File: config.mk
export PLATFORM = sky130hd
export DESIGN_NAME = first_fit_block_allocator_core
export DESIGN_NICKNAME = d
export VERILOG_FILES = /design/src/hw/rtl/ffba_pkg.sv /design/src/hw/rtl/ffba_table.sv /design/src/hw/rtl/first_fit_block_allocator_core.sv
export SDC_FILE = /design/constraint.sdc
export NUM_CORES = 2
export LEC_CHECK = 0
export BUFFER_PORTS_ARGS = -buffer_cell sky130_fd_sc_hd__buf_4
export CORE_MARGIN = 1
export CORE_UTILIZATION = 45
export DETAILED_ROUTE_END_ITERATION = 7
export PLACE_DENSITY = 0.64
export SYNTH_ARGS = -nofsm -noshare
export SYNTH_HDL_FRONTEND = slang
export SYNTH_SLANG_ARGS = --single-unit
File: constraint.sdc
create_clock -name clk -period 15.8 [get_ports clk]
set_input_delay 1.58 -clock clk [delete_from_list [all_inputs] [get_ports clk]]
set_output_delay 1.58 -clock clk [all_outputs]
set_load 0.01 [all_outputs]
File: src/hw/rtl/ffba_pkg.sv
`timescale 1ns / 1ps
package ffba_pkg;

  localparam int HEADER_BYTES = 40;
  localparam int MAX_BLOCKS   = 64;
  localparam int ARENA_BYTES  = 65536;
  localparam int IDX_W        = $clog2(MAX_BLOCKS);
  localparam int CNT_W        = IDX_W + 1;

  localparam logic [1:0] OP_ALLOC  = 2'd0;
  localparam logic [1:0] OP_FREE   = 2'd1;
  localparam logic [1:0] OP_RESIZE = 2'd2;
  localparam logic [1:0] OP_RSVD   = 2'd3;

  localparam logic [1:0] ST_OK      = 2'd0;
  localparam logic [1:0] ST_NOSPACE = 2'd1;
  localparam logic [1:0] ST_BADADDR = 2'd2;

  typedef struct packed {
    logic [15:0] addr;
    logic [15:0] size;
    logic        free;
  } entry_t;

  typedef struct packed {
    logic [1:0]  op;
    logic [15:0] req_size;
    logic [15:0] addr;
  } in_t;

  typedef struct packed {
    logic [1:0]  status;
    logic [15:0] result_addr;
    logic [15:0] copy_bytes;
  } out_t;

endpackage

File: src/hw/rtl/ffba_table.sv
`timescale 1ns / 1ps
module ffba_table (
  input  logic                       clk,
  input  logic                       rd_en,
  input  logic [ffba_pkg::IDX_W-1:0] rd_idx,
  output ffba_pkg::entry_t           rd_q,
  input  logic                       wr_en,
  input  logic [ffba_pkg::IDX_W-1:0] wr_idx,
  input  ffba_pkg::entry_t           wr_data
);
  import ffba_pkg::*;

  entry_t mem [MAX_BLOCKS];

  always_ff @(posedge clk) begin
    if (wr_en) begin
      mem[wr_idx] <= wr_data;
    end
  end

  always_ff @(posedge clk) begin
    if (rd_en) begin
      rd_q <= mem[rd_idx];
    end
  end

endmodule

File: src/hw/rtl/first_fit_block_allocator_core.sv
`timescale 1ns / 1ps
// first-fit block allocator: metadata engine of a growing arena
// input channel in_valid / in_stall carries one request (allocate, release,
// resize); a transfer takes place when in_valid is high and in_stall low.
// every request gives exactly one result on out_valid / out_stall.
// cfg_valid / cfg_ready writes heap_limit; cfg_ready is always high and a
// write is meant to be made while no request is in flight.
// the block table sits in one synchronous memory of 64 entries; each table
// access is a read state followed by a check or write state. a request
// runs through scans and walks: a first-fit or lookup scan covers up to the
// block count, and an insert or remove walk moves the entries above the
// changed position. a release of zero and an unused op skip the table; a
// moving resize runs two lookups, a fit scan and up to three walks. in_stall
// stays high from the transfer until the result is loaded into the output
// register.
// the output register holds a result while out_stall is high; the engine
// then waits in its final state. reset (rst_n low, synchronous) empties the
// table and heap, sets heap_limit to 65536 and needs no clearing pass.
module first_fit_block_allocator_core (
  input  logic            clk,
  input  logic            rst_n,
  input  logic            in_valid,
  output logic            in_stall,
  input  ffba_pkg::in_t   in_data,
  output logic            out_valid,
  input  logic            out_stall,
  output ffba_pkg::out_t  out_data,
  input  logic            cfg_valid,
  output logic            cfg_ready,
  input  logic [16:0]     cfg_data
);
  import ffba_pkg::*;

  localparam logic [4:0] S_IDLE     = 5'd0;
  localparam logic [4:0] S_SC_RD    = 5'd1;
  localparam logic [4:0] S_SC_CK    = 5'd2;
  localparam logic [4:0] S_AL_POST  = 5'd3;
  localparam logic [4:0] S_AL_WB    = 5'd4;
  localparam logic [4:0] S_AL_END   = 5'd5;
  localparam logic [4:0] S_INS_RD   = 5'd6;
  localparam logic [4:0] S_INS_WR   = 5'd7;
  localparam logic [4:0] S_RM_RD    = 5'd8;
  localparam logic [4:0] S_RM_WR    = 5'd9;
  localparam logic [4:0] S_REL_HIT  = 5'd10;
  localparam logic [4:0] S_REL_ST   = 5'd11;
  localparam logic [4:0] S_REL_PREV = 5'd12;
  localparam logic [4:0] S_REL_NX   = 5'd13;
  localparam logic [4:0] S_REL_NXCK = 5'd14;
  localparam logic [4:0] S_WB_FIN   = 5'd15;
  localparam logic [4:0] S_RSZ_POST = 5'd16;
  localparam logic [4:0] S_RSZ_NX   = 5'd17;
  localparam logic [4:0] S_RSZ_SPL  = 5'd18;
  localparam logic [4:0] S_RSZ_MOVE = 5'd19;
  localparam logic [4:0] S_FIN      = 5'd20;

  localparam logic [CNT_W-1:0] CNT_MAX = CNT_W'(MAX_BLOCKS);
  localparam logic [16:0]      HDR17   = 17'(HEADER_BYTES);
  localparam logic [16:0]      MIN_REM = 17'(HEADER_BYTES + 8);
  localparam logic [16:0]      LIM_MAX = (ARENA_BYTES < 65536) ? 17'(ARENA_BYTES) : 17'd65536;

  logic [4:0]       state_r, state_nxt, ret_r, ret_nxt;
  logic [CNT_W-1:0] count_r, count_nxt, j_r, j_nxt, ci_r, ci_nxt, pos_r, pos_nxt;
  logic [16:0]      top_r, top_nxt, limit_r, limit_nxt, s_r, s_nxt;
  logic [15:0]      a_r, a_nxt, res_r, res_nxt, copy_r, copy_nxt;
  logic [15:0]      old_r, old_nxt, nsz_r, nsz_nxt;
  logic [1:0]       status_r, status_nxt;
  logic             kind_r, kind_nxt, hit_r, hit_nxt, mv_r, mv_nxt;
  entry_t           cur_r, cur_nxt, ins_r, ins_nxt;
  logic             out_valid_r, out_valid_nxt;
  out_t             out_r, out_nxt;

  logic             rd_en, wr_en;
  logic [IDX_W-1:0] rd_idx, wr_idx;
  entry_t           rd_q, wr_data;

  logic [16:0] lim, csz, rsz, rem;
  logic [17:0] app_a;
  logic [18:0] app_end;
  logic        match;

  ffba_table u_table (
    .clk     (clk),
    .rd_en   (rd_en),
    .rd_idx  (rd_idx),
    .rd_q    (rd_q),
    .wr_en   (wr_en),
    .wr_idx  (wr_idx),
    .wr_data (wr_data)
  );

  assign in_stall  = (state_r != S_IDLE) || !rst_n;
  assign cfg_ready = 1'b1;
  assign out_valid = out_valid_r;
  assign out_data  = out_r;

  always_comb begin
    lim     = (limit_r > LIM_MAX) ? LIM_MAX : limit_r;
    csz     = {1'b0, cur_r.size};
    rsz     = {1'b0, rd_q.size};
    rem     = csz - s_r;
    app_a   = {1'b0, top_r} + {1'b0, HDR17};
    app_end = {1'b0, app_a} + {2'b00, s_r};
    match   = kind_r ? (rd_q.free && (rsz >= s_r)) : (rd_q.addr == a_r);
  end

  always_comb begin
    state_nxt     = state_r;
    ret_nxt       = ret_r;
    count_nxt     = count_r;
    j_nxt         = j_r;
    ci_nxt        = ci_r;
    pos_nxt       = pos_r;
    top_nxt       = top_r;
    limit_nxt     = limit_r;
    s_nxt         = s_r;
    a_nxt         = a_r;
    res_nxt       = res_r;
    copy_nxt      = copy_r;
    old_nxt       = old_r;
    nsz_nxt       = nsz_r;
    status_nxt    = status_r;
    kind_nxt      = kind_r;
    hit_nxt       = hit_r;
    mv_nxt        = mv_r;
    cur_nxt       = cur_r;
    ins_nxt       = ins_r;
    out_valid_nxt = out_valid_r;
    out_nxt       = out_r;
    rd_en         = 1'b0;
    rd_idx        = j_r[IDX_W-1:0];
    wr_en         = 1'b0;
    wr_idx        = ci_r[IDX_W-1:0];
    wr_data       = cur_r;

    if (out_valid_r && !out_stall) begin
      out_valid_nxt = 1'b0;
    end
    if (cfg_valid) begin
      limit_nxt = cfg_data;
    end

    case (state_r)
      S_IDLE: begin
        if (in_valid) begin
          s_nxt      = ({1'b0, in_data.req_size} + 17'd7) & ~17'h7;
          a_nxt      = in_data.addr;
          status_nxt = ST_OK;
          res_nxt    = '0;
          copy_nxt   = '0;
          mv_nxt     = 1'b0;
          j_nxt      = '0;
          case (in_data.op)
            OP_ALLOC: begin
              kind_nxt  = 1'b1;
              ret_nxt   = S_AL_POST;
              state_nxt = S_SC_RD;
            end
            OP_FREE: begin
              kind_nxt  = 1'b0;
              ret_nxt   = S_REL_HIT;
              state_nxt = (in_data.addr == '0) ? S_FIN : S_SC_RD;
            end
            OP_RESIZE: begin
              kind_nxt  = (in_data.addr == '0);
              ret_nxt   = (in_data.addr == '0) ? S_AL_POST : S_RSZ_POST;
              state_nxt = S_SC_RD;
            end
            default: state_nxt = S_FIN;
          endcase
        end
      end

      // table scan, for an address or for the first free fit
      S_SC_RD: begin
        if (j_r >= count_r) begin
          hit_nxt   = 1'b0;
          state_nxt = ret_r;
        end else begin
          rd_en     = 1'b1;
          state_nxt = S_SC_CK;
        end
      end
      S_SC_CK: begin
        if (match) begin
          hit_nxt   = 1'b1;
          ci_nxt    = j_r;
          cur_nxt   = rd_q;
          state_nxt = ret_r;
        end else begin
          j_nxt     = j_r + 1'b1;
          state_nxt = S_SC_RD;
        end
      end

      S_AL_POST: begin
        if (hit_r) begin
          cur_nxt.free = 1'b0;
          if (rem >= MIN_REM && count_r < CNT_MAX) begin
            ins_nxt.addr = 16'({1'b0, cur_r.addr} + s_r + HDR17);
            ins_nxt.size = 16'(rem - HDR17);
            ins_nxt.free = 1'b1;
            cur_nxt.size = s_r[15:0];
            pos_nxt      = ci_r + 1'b1;
            j_nxt        = count_r;
            ret_nxt      = S_AL_WB;
            state_nxt    = S_INS_RD;
          end else begin
            state_nxt = S_AL_WB;
          end
        end else if (count_r >= CNT_MAX || app_a > 18'hFFFF || app_end > {2'b00, lim}) begin
          res_nxt   = '0;
          state_nxt = S_AL_END;
        end else begin
          wr_en        = 1'b1;
          wr_idx       = count_r[IDX_W-1:0];
          wr_data.addr = app_a[15:0];
          wr_data.size = s_r[15:0];
          wr_data.free = 1'b0;
          count_nxt    = count_r + 1'b1;
          top_nxt      = app_end[16:0];
          res_nxt      = app_a[15:0];
          nsz_nxt      = s_r[15:0];
          state_nxt    = S_AL_END;
        end
      end
      S_AL_WB: begin
        wr_en     = 1'b1;
        res_nxt   = cur_r.addr;
        nsz_nxt   = cur_r.size;
        state_nxt = S_AL_END;
      end
      S_AL_END: begin
        if (res_r == '0) begin
          status_nxt = ST_NOSPACE;
          state_nxt  = S_FIN;
        end else if (mv_r) begin
          copy_nxt  = (old_r < nsz_r) ? old_r : nsz_r;
          kind_nxt  = 1'b0;
          j_nxt     = '0;
          ret_nxt   = S_REL_ST;
          state_nxt = S_SC_RD;
        end else begin
          state_nxt = S_FIN;
        end
      end

      // insert ins_r at pos_r, moving entries up
      S_INS_RD: begin
        if (j_r > pos_r) begin
          rd_en     = 1'b1;
          rd_idx    = IDX_W'(j_r - 1'b1);
          state_nxt = S_INS_WR;
        end else begin
          wr_en     = 1'b1;
          wr_idx    = pos_r[IDX_W-1:0];
          wr_data   = ins_r;
          count_nxt = count_r + 1'b1;
          state_nxt = ret_r;
        end
      end
      S_INS_WR: begin
        wr_en     = 1'b1;
        wr_idx    = j_r[IDX_W-1:0];
        wr_data   = rd_q;
        j_nxt     = j_r - 1'b1;
        state_nxt = S_INS_RD;
      end

      // remove the entry at pos_r, moving entries down
      S_RM_RD: begin
        if (j_r < count_r) begin
          rd_en     = 1'b1;
          state_nxt = S_RM_WR;
        end else begin
          count_nxt = count_r - 1'b1;
          state_nxt = ret_r;
        end
      end
      S_RM_WR: begin
        wr_en     = 1'b1;
        wr_idx    = IDX_W'(j_r - 1'b1);
        wr_data   = rd_q;
        j_nxt     = j_r + 1'b1;
        state_nxt = S_RM_RD;
      end

      S_REL_HIT: begin
        if (hit_r) begin
          state_nxt = S_REL_ST;
        end else begin
          status_nxt = ST_BADADDR;
          state_nxt  = S_FIN;
        end
      end
      S_REL_ST: begin
        cur_nxt.free = 1'b1;
        if (ci_r != '0) begin
          rd_en     = 1'b1;
          rd_idx    = IDX_W'(ci_r - 1'b1);
          state_nxt = S_REL_PREV;
        end else begin
          state_nxt = S_REL_NX;
        end
      end
      S_REL_PREV: begin
        if (rd_q.free) begin
          cur_nxt.addr = rd_q.addr;
          cur_nxt.size = 16'(rsz + HDR17 + csz);
          pos_nxt      = ci_r;
          j_nxt        = ci_r + 1'b1;
          ci_nxt       = ci_r - 1'b1;
          ret_nxt      = S_REL_NX;
          state_nxt    = S_RM_RD;
        end else begin
          state_nxt = S_REL_NX;
        end
      end
      S_REL_NX: begin
        if (ci_r + 1'b1 < count_r) begin
          rd_en     = 1'b1;
          rd_idx    = IDX_W'(ci_r + 1'b1);
          state_nxt = S_REL_NXCK;
        end else begin
          // last block goes back to the heap
          top_nxt   = {1'b0, cur_r.addr} - HDR17;
          count_nxt = count_r - 1'b1;
          state_nxt = S_FIN;
        end
      end
      S_REL_NXCK: begin
        if (rd_q.free) begin
          cur_nxt.size = 16'(csz + HDR17 + rsz);
          pos_nxt      = ci_r + 1'b1;
          j_nxt        = ci_r + 2'd2;
          ret_nxt      = S_WB_FIN;
          state_nxt    = S_RM_RD;
        end else begin
          state_nxt = S_WB_FIN;
        end
      end
      S_WB_FIN: begin
        wr_en     = 1'b1;
        state_nxt = S_FIN;
      end

      S_RSZ_POST: begin
        if (!hit_r) begin
          status_nxt = ST_BADADDR;
          state_nxt  = S_FIN;
        end else if (csz >= s_r) begin
          state_nxt = S_RSZ_SPL;
        end else if (ci_r + 1'b1 < count_r) begin
          rd_en     = 1'b1;
          rd_idx    = IDX_W'(ci_r + 1'b1);
          state_nxt = S_RSZ_NX;
        end else begin
          state_nxt = S_RSZ_MOVE;
        end
      end
      S_RSZ_NX: begin
        if (rd_q.free && (csz + HDR17 + rsz >= s_r)) begin
          cur_nxt.size = 16'(csz + HDR17 + rsz);
          pos_nxt      = ci_r + 1'b1;
          j_nxt        = ci_r + 2'd2;
          ret_nxt      = S_RSZ_SPL;
          state_nxt    = S_RM_RD;
        end else begin
          state_nxt = S_RSZ_MOVE;
        end
      end
      S_RSZ_SPL: begin
        res_nxt = a_r;
        if (rem >= MIN_REM && count_r < CNT_MAX) begin
          ins_nxt.addr = 16'({1'b0, cur_r.addr} + s_r + HDR17);
          ins_nxt.size = 16'(rem - HDR17);
          ins_nxt.free = 1'b1;
          cur_nxt.size = s_r[15:0];
          pos_nxt      = ci_r + 1'b1;
          j_nxt        = count_r;
          ret_nxt      = S_WB_FIN;
          state_nxt    = S_INS_RD;
        end else begin
          state_nxt = S_WB_FIN;
        end
      end
      S_RSZ_MOVE: begin
        old_nxt   = cur_r.size;
        mv_nxt    = 1'b1;
        kind_nxt  = 1'b1;
        j_nxt     = '0;
        ret_nxt   = S_AL_POST;
        state_nxt = S_SC_RD;
      end

      S_FIN: begin
        if (!out_valid_r || !out_stall) begin
          out_valid_nxt       = 1'b1;
          out_nxt.status      = status_r;
          out_nxt.result_addr = (status_r == ST_OK) ? res_r : '0;
          out_nxt.copy_bytes  = (status_r == ST_OK) ? copy_r : '0;
          state_nxt           = S_IDLE;
        end
      end

      default: state_nxt = S_IDLE;
    endcase
  end

  always_ff @(posedge clk) begin
    if (!rst_n) begin
      state_r     <= S_IDLE;
      count_r     <= '0;
      top_r       <= '0;
      limit_r     <= 17'd65536;
      out_valid_r <= 1'b0;
    end else begin
      state_r     <= state_nxt;
      count_r     <= count_nxt;
      top_r       <= top_nxt;
      limit_r     <= limit_nxt;
      out_valid_r <= out_valid_nxt;
    end
  end

  always_ff @(posedge clk) begin
    ret_r    <= ret_nxt;
    j_r      <= j_nxt;
    ci_r     <= ci_nxt;
    pos_r    <= pos_nxt;
    s_r      <= s_nxt;
    a_r      <= a_nxt;
    res_r    <= res_nxt;
    copy_r   <= copy_nxt;
    old_r    <= old_nxt;
    nsz_r    <= nsz_nxt;
    status_r <= status_nxt;
    kind_r   <= kind_nxt;
    hit_r    <= hit_nxt;
    mv_r     <= mv_nxt;
    cur_r    <= cur_nxt;
    ins_r    <= ins_nxt;
    out_r    <= out_nxt;
  end

endmodule

# Word level (Yosys, flattened, before mapping)
# Memory sizes are Yosys's and may differ from the RTL's. A register that Yosys moved wholly into a read port is not among the register bits.
# Index checks and enable logic that the tools add are counted.
[totals]
in_bits = 56
out_inout_bits = 37
mem_count = 1
mem_bits_rw = 2112
wordCells = 296
register_bits = 272
[memory_table]
columns = ["name", "words", "width", "read_ports", "rd_ports_with_merged_regs", "write_ports", "line", "text"]
rows = [
  ["u_table.mem", 64, 33, 1, 1, 1, "ffba_table.sv:13", "entry_t mem [MAX_BLOCKS];"],
]
[classes]
magnitude_cmp = 14
eq_ne = 44
n_mux = 133
add_sub_neg = 19
n_reduce_logical = 57
[ops]
columns = ["op", "n"]
rows = [
  ["33-bit two-way mux", 6],
  ["16-bit two-way mux", 11],
  ["7-bit two-way mux", 20],
  ["5-bit two-way mux", 23],
  ["5-bit case mux with 21 select lines", 1],
  ["33-bit case mux with 3 select lines", 1],
  ["16-bit case mux with 2 select lines", 3],
  ["16-bit case mux with 6 select lines", 1],
  ["17-bit two-way mux", 5],
  ["7-bit case mux with 11 select lines", 1],
  ["33-bit case mux with 2 select lines", 1],
  ["16-bit case mux with 4 select lines", 1],
  ["6-bit two-way mux", 8],
  ["6-bit case mux with 4 select lines", 2],
  ["5-bit by 4-bit == test with 1-bit output, second input constant", 8],
  ["5-bit case mux with 8 select lines", 1],
  ["2-bit != test, second input constant", 18],
  ["7-bit case mux with 5 select lines", 1],
  ["16-bit by 17-bit >= comparator with 1-bit output", 2],
  ["17-bit case mux with 2 select lines", 1],
  ["16-bit adder", 2],
  ["16-bit by 6-bit adder with 16-bit output, second input constant", 2],
  ["16-bit zero test", 2],
  ["32-bit two-way mux", 1],
  ["other kinds (65)", 145],
]

# Longest topological paths before layout
[depth]
word_depth = 9
ltp_mapped = 25
ltp_nobuf = 24

# Modules after synthesis
# Synthesis repeated with hierarchy kept, for this count alone.
[unflattened]
cells_unflattened = 5663
hier_area_um2 = 100946.8
[by_module_without_submodules]
columns = ["module", "n_inst", "area_each_um2", "cells_each"]
rows = [
  ["ffba_table", 1, 81424.3, 3610],
  ["first_fit_block_allocator_core", 1, 19522.5, 2053],
]

# Worst setup path before layout
# No wires, ideal clock.
[synth_path]
kind = "reg2reg"
from = "reg top_r[3]"
to = "mem u_table.mem[0][20] (netlist bit) (data pin)"
arrival_ns = 6.727
required_time_ns = 15.218
setup_slack_ns = 8.492
period_less_slack_ns = 7.308
stages_incl_launch_ff = 24
path_cell_list = "dfxtp_1 > ha_1 > o21ai_0 > xnor2_1 > ha_1 > a21oi_1 > o21ai_0 > a21o_1 > a21o_1 > a21oi_1 > o21ai_0 > o21ai_0 > a21boi_0 > mux2i_1 > or2_2 > ha_1 > a21o_1 > a211oi_1 > o21ai_1 > nor4_1 > clkbuf_1 > clkbuf_1 > nand2_1 > a32oi_1"
[synth_lines]
columns = ["item", "line", "text"]
rows = [
  ["start: declaration", "first_fit_block_allocator_core.sv:63", "logic [16:0] top_r, top_nxt, limit_r, limit_nxt, s_r, s_nxt;"],
  ["start signal: assignment", "first_fit_block_allocator_core.sv:419", "top_r <= top_nxt;"],
  ["end: declaration", "ffba_table.sv:13", ""],
]

# Worst setup path in the final report
[layout_path]
from = "reg top_r[3]"
to = "mem u_table.mem[60][24] (netlist bit) (enable)"
[layout_between]
elab_chain_len = 9
[layout_lines]
columns = ["item", "line", "text"]
rows = [
  ["17-bit by 6-bit adder with 18-bit output (*)", "first_fit_block_allocator_core.sv:101", "app_a = {1'b0, top_r} + {1'b0, HDR17};"],
  ["18-bit by 17-bit adder with 19-bit output / 18-bit by 16-bit greater-than comparator with 1-bit output (equally long branches)", "first_fit_block_allocator_core.sv:102, first_fit_block_allocator_core.sv:210", ""],
  ["19-bit by 17-bit greater-than comparator with 1-bit output / 1-bit logical OR (equally long branches)", "first_fit_block_allocator_core.sv:210", "end else if (count_r >= CNT_MAX || app_a > 18'hFFFF || app_end > {2'b00, lim}) begin"],
  ["1-bit logical OR (*)", "first_fit_block_allocator_core.sv:210", ""],
  ["1-bit two-way mux", "first_fit_block_allocator_core.sv:210", ""],
  ["1-bit two-way mux", "first_fit_block_allocator_core.sv:196", "if (hit_r) begin"],
  ["1-bit case mux with 3 select lines", "first_fit_block_allocator_core.sv:142", "case (state_r)"],
  ["1-bit two-way mux", "ffba_table.sv:16", "if (wr_en) begin"],
  ["1-bit two-way mux (implied by the code)", "ffba_table.sv:17", "mem[wr_idx] <= wr_data;"],
]
# Mark *: on every way between the ends. The rest lies on a longest branch, timed or not.

==> results.tsv <==
metric	value	unit
outcome	finished, final reports clean	
Routed WL per cell	26.91	um
Initial Util	45.28	%
CP Capture Type	flop	
port bufs	91	
Synth area leaders	edfxtp_1, nand2_1, a21oi_1	
total negative slack	0	ns
vias per inst	6.017	
R2R Path Start	top_r[3]	
DP HPWL	179.4	mm
Final Power	22.60	mW
CP Data Required Time	16.23	ns
f_max	0.1074	GHz
Rel. slew slack	6.414	%
Tot GR Track Use	26.27	%
Async SR Flop Fraction	0	%
CTS clk-pin slew, worst paths	0.06	ns
P_leak	39.33	nW
Synth top area share	69.12	%
flop2flop setup slack	6.49	ns
H-tree lvl count	4	
crit path time final	9.307	ns
startpoint types	flop	
Setup WS post-layout	6.493	ns
Finish-stage setup viols	0	
DP Cell Count	10990	
first-pass GRT wire length	446.8	mm
Comb power frac	38.1	%
synth cell count leaders	edfxtp_1, nand2_1, a21oi_1	
Top Layer Used	met5	
Max Root-Sink Buffers	3	
cts bufs inserted	240	
Period Utilization, post-route	58.90	%
Slew Limit Fails	0	
Root Buffer Master	clkbuf_16	
largest area contributor in the netlist	edfxtp_1	
Starting DRT DRC Count	10030	
cell row count	175	
gpl congestion	0.9324	
final hold vios	0	
synthesized area	102900	um^2
clock sink total	2416	
die width	480.2	um
Synth Flop Type	edfxtp_1	
post-CTS resize count	0	
CP arrival	9.74	ns
Post-DRT Antenna Nets	0	
Area Growth Syn to Fin	12.22	%
syn nets	8462	
I/O pin cnt	93	
share of layout cells above drive strength 1	9.142	%
HP Start	status_r[1]	
die height	480.2	um
hold bufs inserted after CTS	0	
metal1 wirelength	125.2	mm
Worst R2R Path Depth	24	
pin count of the biggest net entering global routing	177	
yosys warns	0	
Max-Cap Viols	0	
Yosys cell types	85	
die area	230600	um^2
Mapped Cells	8219	
sequential share of power	36.3	%
Worst Hold Class	reg2reg	
met2 wire length	140.3	mm
hold endpoint	out_data[33]	
EDFF count, synth	2369	
Synth Register Bits	2416	
RSZ-0062 raised after global routing	no	
CTS tree	built	
Clk network pwr share	25.6	%
later-pin clock latency in the skew report	0.92	ns
Detailed Route WL	308.5	mm
syn_area_per_cell	12.52	um^2
maximum vdd drop	0.0001998	V
# Post-CTS Setup Buffers	0	
Seq/Total Area, Yosys	70.04	%
Sw Ratio	40.17	%
count leader, synth	edfxtp_1	
reg-to-reg endpoint	u_table.mem[60][24]	
routed wl met3	29.07	mm
Initial DRT Pass Iterations	8	
final net count	8466	
gr ovfl total	0	
Clock Skews	0.1005	ns
Hold Path Stages	0	
initial antenna violation count	20	
P_sw	9.080	mW
pre-CTS WS	6.860	ns
Internal Power	13.52	mW
routed vias	68960	
Tightest Pin Transition	1.404	ns
Crit Path Category	reg2reg	
Critical Path Fanout Max	33	
Power per Cell Area	195.7	nW/um^2
core area	227300	um^2
vias in the first global route	65190	
Finished Layout Cells	11460	
# DRC	0	
## placed cells by master, fill, tap and decap left out, drive strengths merged, types with 35 or more instances in the layout
cell	instances
clkbuf	282
o21ai	130
and2	50
inv	139
xor2	57
nand2	2106
ha	182
a221oi	38
a21oi	794
and3	48
buf	269
nor3	42
mux2i	72
a22oi	265
nor2	218
a21o	36
clkinv	128
edfxtp	2369
nor2b	64
nand3	152
xnor2	70
a31oi	397
dfxtp	47
a211oi	35
## flip-flops by register name, summed over array words and instances, names as in the netlist, 17 cells and up
| signal | flops |
|---|---|
| cur_r | 17 |
| ins_r | 32 |
| limit_r | 17 |
| out_data | 34 |
| top_r | 17 |
| u_table.mem | 2112 |
| u_table.rd_q | 33 |
## cell type report
cell class                      instances  area (um^2)
Multi-Input combinational cell       5163        28990
Fill cell                           19290       111800
Inverter                              133        499.2
Tap cell                             3009         3765
Sequential cell                      2416        72080
Timing Repair Buffer                  269         2107
Clock inverter                        171         1799
Clock buffer                          282         6206
Antenna cell                           19        47.55
## worst max path at each step
stage	start	endpoint	cells after the start
global route	top_r[3]	u_table.mem[60][24]	25
finish	top_r[3]	u_table.mem[60][24]	24
global placement	top_r[3]	u_table.mem[60][30]	24
CTS	top_r[3]	u_table.mem[60][24]	25
floorplan	top_r[3]	u_table.mem[0][20]	23
detailed placement	top_r[3]	u_table.mem[60][20]	25
## power groups by stage
stage | combinational (mW) | sequential (mW) | clock [mW]
3_5_place_dp | 8.44 | 8.32 | 0
4_1_cts | 8.48 | 8.19 | 5.85
5_1_grt | 9.21 | 8.21 | 6.10
2_1_floorplan | 5.36 | 8.19 | 0
3_3_place_gp | 8.33 | 8.32 | 0
6_report | 8.61 | 8.20 | 5.79
## stage by stage
step           utilization (%)  hold WS, ns  area [um^2]
3_3_place_gp             47.27       0.4342       107400
2_1_floorplan                -       0.4272       102900
6_report                 50.82       0.4545       115500
4_1_cts                  50.79       0.4499       115400
3_5_place_dp             47.27       0.4397       107400
5_1_grt                  50.80       0.4625       115500
## worst max-delay path, stage by stage, from the launching register on
cell and delay (ns):
dfxtp_1 0.37, ha_1 0.28, o21ai_0 0.14, xnor2_1 0.39
ha_1 0.34, a21oi_1 0.15, o21ai_0 0.17, a21o_1 0.23
a21o_1 0.20, a21oi_1 0.19, o21ai_0 0.13, o21ai_0 0.26
a21boi_0 0.21, mux2i_1 0.17, or2_2 0.31, ha_1 0.31
a21o_1 0.17, a211oi_1 0.21, o21ai_1 0.24, o31ai_2 0.61
nand2_1 0.12, buf_4 0.27, a221oi_1 0.83, nand3_1 1.09
nor2b_4 1.42
## cell families (layout without fill, tap and decap cells)
logic type	count (synthesis)	count (layout)	synth area share, %
and+or+nand+nor	2829	2829	11.40
DFF	2416	2416	70.04
AOI/OAI and AO/OA	1943	1943	11.77
buffers and inverters	640	855	2.651
adders and majority gates	187	187	2.310
xor gates and xnor gates	127	127	1.081
muxes	76	76	0.7440
other	1	20	0.003644
## layer usage
| layer | up-vias | global-route usage [%] |
|---|---|---|
| met5 | - | 0 |
| met2 | 3524 | 40.68 |
| met1 | 34320 | 36.55 |
| met4 | 12 | 11.23 |
| met3 | 539 | 4.551 |
| li1 | 30570 | - |
Power figures use the tool's default switching activity.
